[src/hdl/fsn_pkg.sv]
// shared types, constants and helper functions of the fractal simplex noise sampler
package fsn_pkg;

    localparam int unsigned TABLE_AW = 8;
    localparam logic [4:0] MAX_OCTAVES = 5'd16;

    // request function codes
    localparam logic FUNC_LOAD   = 1'b0;
    localparam logic FUNC_SAMPLE = 1'b1;

    // configuration register indexes
    localparam logic [7:0] CFG_OCTAVE_COUNT = 8'd0;
    localparam logic [7:0] CFG_PERSISTENCE  = 8'd1;
    localparam logic [7:0] CFG_BASE_SCALE   = 8'd2;
    localparam logic [7:0] CFG_NORM_GAIN    = 8'd3;

    localparam logic [4:0]  RST_OCTAVE_COUNT = 5'd4;
    localparam logic [15:0] RST_PERSISTENCE  = 16'd16384;
    localparam logic [31:0] RST_BASE_SCALE   = 32'd131072;
    localparam logic [31:0] RST_NORM_GAIN    = 32'd34953;

    // 15000.0 in Q16.16
    localparam logic signed [32:0] OFFSET_Q16 = 33'sd983040000;
    // skew and unskew factors in Q0.32
    localparam logic [31:0] SKEW_F2   = 32'd1572067139;
    localparam logic [29:0] UNSKEW_G2 = 30'd907633386;
    // corner offsets in Q.16
    localparam logic signed [18:0] ONE_Q16   = 19'sd65536;
    localparam logic signed [18:0] G2_Q16    = 19'sd13849;
    localparam logic signed [18:0] G2X2_Q16  = 19'sd27698;
    localparam logic [37:0]        HALF_Q32  = 38'd2147483648;
    localparam logic [31:0]        WEIGHT_0  = 32'd32768;

    typedef enum logic [3:0] {
        ST_IDLE,
        ST_MULT,
        ST_POINT,
        ST_SKEWMUL,
        ST_SKEW,
        ST_O_CELL,
        ST_O_UNSKEW,
        ST_O_OFFS,
        ST_O_HASH,
        ST_O_HASH2,
        ST_O_FALL,
        ST_O_DOT,
        ST_O_SUM,
        ST_O_ACC,
        ST_FMUL,
        ST_FOUT
    } t_state;

    typedef struct packed {
        logic                we;
        logic [TABLE_AW-1:0] addr_a;
        logic [7:0]          wdata;
        logic [TABLE_AW-1:0] addr_b;
    } t_ram_req;

    // gradient dot product, gradient picked by hash mod 12
    function automatic logic signed [19:0] grad_dot(input logic [7:0] h,
                                                   input logic signed [18:0] ax,
                                                   input logic signed [18:0] ay);
        logic [15:0]        prod;
        logic [4:0]         q;
        logic [7:0]         r;
        logic signed [19:0] x;
        logic signed [19:0] y;
        logic signed [19:0] d;
        prod = 16'(h) * 16'd171;
        q    = prod[15:11];
        r    = h - {q, 3'b000} - {1'b0, q, 2'b00};
        if (r >= 8'd12) begin
            r = r - 8'd12;
        end
        x = 20'(ax);
        y = 20'(ay);
        unique case (r[3:0])
            4'd0:    d = x + y;
            4'd1:    d = y - x;
            4'd2:    d = x - y;
            4'd3:    d = -x - y;
            4'd4:    d = x;
            4'd5:    d = -x;
            4'd6:    d = x;
            4'd7:    d = -x;
            4'd8:    d = y;
            4'd9:    d = -y;
            4'd10:   d = y;
            4'd11:   d = -y;
            default: d = '0;
        endcase
        return d;
    endfunction

endpackage

[src/hdl/fsn_perm_ram.sv]
// permutation table memory, one read/write port and one read port, registered reads
module fsn_perm_ram (
    input  logic                i_clk,
    input  fsn_pkg::t_ram_req   i_req,
    output logic [7:0]          o_rdata_a,
    output logic [7:0]          o_rdata_b
);

    logic [7:0] r_mem [2**fsn_pkg::TABLE_AW];
    logic [7:0] r_rdata_a;
    logic [7:0] r_rdata_b;

    always_ff @(posedge i_clk) begin
        if (i_req.we) begin
            r_mem[i_req.addr_a] <= i_req.wdata;
        end
        r_rdata_a <= r_mem[i_req.addr_a];
        r_rdata_b <= r_mem[i_req.addr_b];
    end

    assign o_rdata_a = r_rdata_a;
    assign o_rdata_b = r_rdata_b;

endmodule

[config.mk]
export PLATFORM = sky130hd
export DESIGN_NAME = fsn_perm_ram
export DESIGN_NICKNAME = d
export VERILOG_FILES = /design/src/hdl/fsn_pkg.sv /design/src/hdl/fsn_perm_ram.sv
export SDC_FILE = /design/constraint.sdc
export NUM_CORES = 2
export LEC_CHECK = 0
export BUFFER_PORTS_ARGS = -buffer_cell sky130_fd_sc_hd__buf_2
export CAP_MARGIN = 40
export CELL_PAD_IN_SITES_DETAIL_PLACEMENT = 1
export CELL_PAD_IN_SITES_GLOBAL_PLACEMENT = 1
export CORE_ASPECT_RATIO = 1.2
export CORE_UTILIZATION = 40
export CTS_CLUSTER_DIAMETER = 50
export CTS_CLUSTER_SIZE = 8
export DETAILED_ROUTE_END_ITERATION = 10
export GPL_ROUTABILITY_DRIVEN = 0
export HOLD_SLACK_MARGIN = 0.1
export PLACE_DENSITY_LB_ADDON = 0.1
export SLEW_MARGIN = 5
export SYNTH_ARGS = -nofsm -noshare
export SYNTH_HDL_FRONTEND = slang
export SYNTH_SLANG_ARGS = --single-unit
[constraint.sdc]
create_clock -name i_clk -period 4.8 [get_ports i_clk]
set_clock_uncertainty 0.1 [all_clocks]
set_input_delay 0.24 -clock i_clk [delete_from_list [all_inputs] [get_ports i_clk]]
set_output_delay 0.24 -clock i_clk [all_outputs]
set_load 0.1 [all_outputs]
# Word-level counts from Yosys, hierarchy flattened
# Memory sizes are Yosys's and may differ from the RTL's. A register that Yosys moved wholly into a read port is not among the register bits.
# Cells that the tools add are included.
[word_totals]
in_bits = 26
output_inout_bits = 16
mem_count = 1
word_cells = 3
regBits = 0
ramBits = 2048
[classes]
mux = 2
[memory_table]
columns = ["memory", "words", "width", "rd", "rd_ports_with_merged_regs", "write_ports", "line", "text"]
rows = [
  ["r_mem", 256, 8, 2, 2, 1, "fsn_perm_ram.sv:9", "logic [7:0] r_mem [2**fsn_pkg::TABLE_AW];"],
]
[ops]
columns = ["op", "count"]
rows = [
  ["$mux 1", 2],
]

# Logic depth before layout (Yosys ltp)
[depth]
depth_word = 2
depth_mapped = 12
depth_no_buf = 6

# Least setup slack after synthesis
# No wires, ideal clock.
[synth_timing]
path_kind = "input port to flip-flop"
start = "input port i_req[16] (netlist name)"
end = "memory r_mem[179][0], enable pin"
t_arrival_ps = 2504
required_time_ps = 4330
setup_ps = 370
path_stages = 11
path_buffers = 8
slack_ps = 1826
path_cell_list = "buf_6 buf_6 buf_6 buf_4 buf_4 buf_4 buf_4 and2_0 nand3_1 clkbuf_1 nor2_1"
[synth_lines]
columns = ["element", "line", "text"]
rows = [
  ["start, declared", "fsn_perm_ram.sv:4", "input fsn_pkg::t_ram_req i_req,"],
  ["end, declared", "fsn_perm_ram.sv:9", ""],
]
# Straight into the memory's write port.

==> results.md <==
- Sequential share of the synthesized area: 64.3%
- Cell count after synthesis: 4,820
- Setup_tns: 0 ps
- Drt total wl: 363,000 um
- Final cycle utilization of the critical path: 70.2%
- Outcome: complete, no violations
- Maximum VDD drop: 0.315 mV
- Layout fillers: 21,800
- Worst Reg2Reg Path Length in Cells: 9
- Post-route insts no fill: 8,641
- Leak pwr: 36.2 nW
- Yosys reg bits: 2,064
- Post-DR wirelength/cell: 42.0 um
- NetSw: 10.5 mW
- Chip Width: 450 um
- Pin count of the biggest net entering global routing: 165
- CTS tree: done
- Hold path start: i_req[19]
- Worst R2R Start: r_mem[214][2]
- Inst Count DP: 8,199
- Critical Path AT: 4000 ps
- Core area: 238,000 um2
- GRT overflow: 0
- Final Setup Violations: 0
- Crit start category: input pin
- DRC viols: 0
- P per Cell Area: 391 nW/um2
- Die area: 242,000 um2
- Post-layout min period: 3370 ps
- Final hold vios: 0
- Drt initial violations: 6,568
- Worst-Skew Late Latency: 880 ps
- Most common cell after layout, fill and taps aside: edfxtp_1
- Antenna violations before repair: 24
- Clock Root Buffer: clkbuf_16
- Via Count: 56,600
- Min-Delay Endpoint: r_mem[194][1]
- Slew Viols, Final: 0
- Reg power frac: 45.5%
- Max-slew headroom: 33.4%
- Sink Count: 2,064
- Top cell type's share of synthesized area: 63.9%
- Syn_area_per_cell: 20.0 um2
- Fraction of registers with async set/reset: 0%
- Unique masters post-synth: 57
- H-tree Lvls: 5
- Synthesized cell area: 96,200 um2
- First-pass GRT wire length: 497,000 um
- Hold depth: 3
- Number of synthesized flops with an enable pin: 2,048
- Hold Crit Class: input pin to register
- Chip height: 539 um
- Ranking of synthesized cells by area: edfxtp_1 (64%), mux4_2 (24%), mux2i_1 (3.3%)
- Drt pass-1 iters: 6
- Synth Flop Type: edfxtp_1
- Register-to-register setup slack: 1660 ps
- Share of layout cells above drive strength 1: 38.0%
- Rows: 196
- Dominant cell type by area after synthesis: edfxtp_1
- Clk buf depth: 4
- Max Cap Viol: 0
- YS warnings: 0
- RSZ-0062 raised after global routing: false
- Clk slew on worst S/H paths: 50 ps
- Top-Level Pins: 42
- Fmax: 297 MHz
- Antenna Nets Post-Route: 0
- Reg2Reg Capture Point: o_rdata_b[2]
- # nets final: 5,383
- PortBufs: 41
- Global-route usage over all layers: 29.7%
- Commonest non-fill, non-tap cells in the layout: edfxtp_1 (2,048), mux4_2 (1,041), buf_4 (502)
- Vias in the first global route: 59,100
- Syn nets: 4,846
- Area Overhead vs Synth: 17.0%
- Num CTS Buffers: 313
- Post-DP HPWL: 246,000 um
- Switching share of power: 23.9%
- Clock power frac: 45.9%
- P_int: 33.5 mW
- Crit path max fanout: 53
- Worst slew pin tran: 999 ps
- Vias per cell: 6.55
- Initial Util: 40.4%
- Combinational share of power: 8.6%
- Critical path data required time: 5430 ps
- Worst setup path class: input pin to register
- Crit end category: register
-- sequential cells by signal (all words and copies together) (netlist names) --
signal and cells:
o_rdata_a 8, r_mem 2048, o_rdata_b 8
-- stage by stage --
step	total power [mW]	instance area [um2]	hold slack (ps)	worst slack, ps	util [%]
global placement	24.1	103000	638	412	43.4
detailed placement	24.1	104000	644	586	43.5
finish	43.9	113000	165	1430	47.2
floorplan	22.3	96200	239	1830	-
CTS	44.3	112000	120	1510	47.2
global route	44.9	113000	188	1360	47.2
-- power by group through the flow --
stage	combinational (mW)	clock [mW]	sequential (mW)
after floorplan	1.86	0	20.5
after global placement	3.76	0	20.3
after detailed placement	3.80	0	20.3
after CTS	3.81	20.5	20.0
after global routing	3.89	21.1	20.0
final	3.79	20.2	20.0
-- synth_stat cells (all sizes together), types with 4 or more instances --
library cell,number
o32ai,7
o21ai,11
mux4,1041
a221oi,9
nor2b,21
o22a,5
or2,13
mux2,22
a22o,6
nor2,263
clkbuf,143
mux2i,320
a2111oi,4
a22oi,45
a211oi,19
and4b,4
edfxtp,2048
o31ai,4
o211ai,11
inv,7
o221ai,91
o311ai,8
nand2,103
nor3,57
nand2b,18
a21oi,61
o22ai,85
buf,257
nor4,33
nand3,39
and2,6
or4,5
nand4,8
dfxtp,16
and3,4
-- worst max path at each step --
stage                     cells past startpoint             to       from
after floorplan                              11  r_mem[179][0]  i_req[16]
after global placement                       10   o_rdata_b[2]   i_req[0]
after detailed placement                     10   o_rdata_b[1]   i_req[0]
after CTS                                     9   o_rdata_a[0]  i_req[16]
after global routing                         10   o_rdata_b[1]   i_req[0]
final                                         9   o_rdata_a[0]  i_req[16]
-- layout make-up --
cell class	count	area [um2]	share of cell area, %
sequential	2064	61800	54.9
antenna	14	35.0	0.0311
inverter	8	38.8	0.0345
tap	3168	3960	3.52
multi-input combinational	2348	32500	28.9
timing repair buffer	622	5520	4.91
clock inverter	47	541	0.480
clock buffer	370	8130	7.23
-- layer usage --
metal,vias to the layer above,track usage [%],routed length [um]
li1,22000,-,-
met1,31500,37.7,139000
met3,674,4.64,24000
met2,2441,49.4,180000
met4,10,15.1,20000
met5,-,0,61
-- timing repair --
action | in CTS | in global routing
endpoints found under the hold margin | 784 | 0
setup endpoints to repair | 0 | 0
gates resized for setup | 0 | 0
setup buffers | 0 | 0
hold buffers | 10 | 0
-- cells by family (layout without fill, tap and decap cells) --
| group | count (synthesis) | after routing | share of synthesized area [%] |
|---|---|---|---|
| AOI/OAI and AO/OA | 375 | 375 | 2.81 |
| buffers and inverters | 408 | 1047 | 2.15 |
| DFF | 2064 | 2064 | 64.3 |
| muxes | 1383 | 1383 | 28.0 |
| other | 0 | 14 | 0 |
| and+or+nand+nor | 590 | 590 | 2.83 |
-- critical path: stages --
cell,delay (ps)
buf_8,610
buf_12,290
buf_12,190
mux4_2,520
mux2i_1,660
o22ai_1,300
a211oi_1,480
nand3_1,120
or4_1,440
Note: power is estimated with default switching activity, not from simulation.
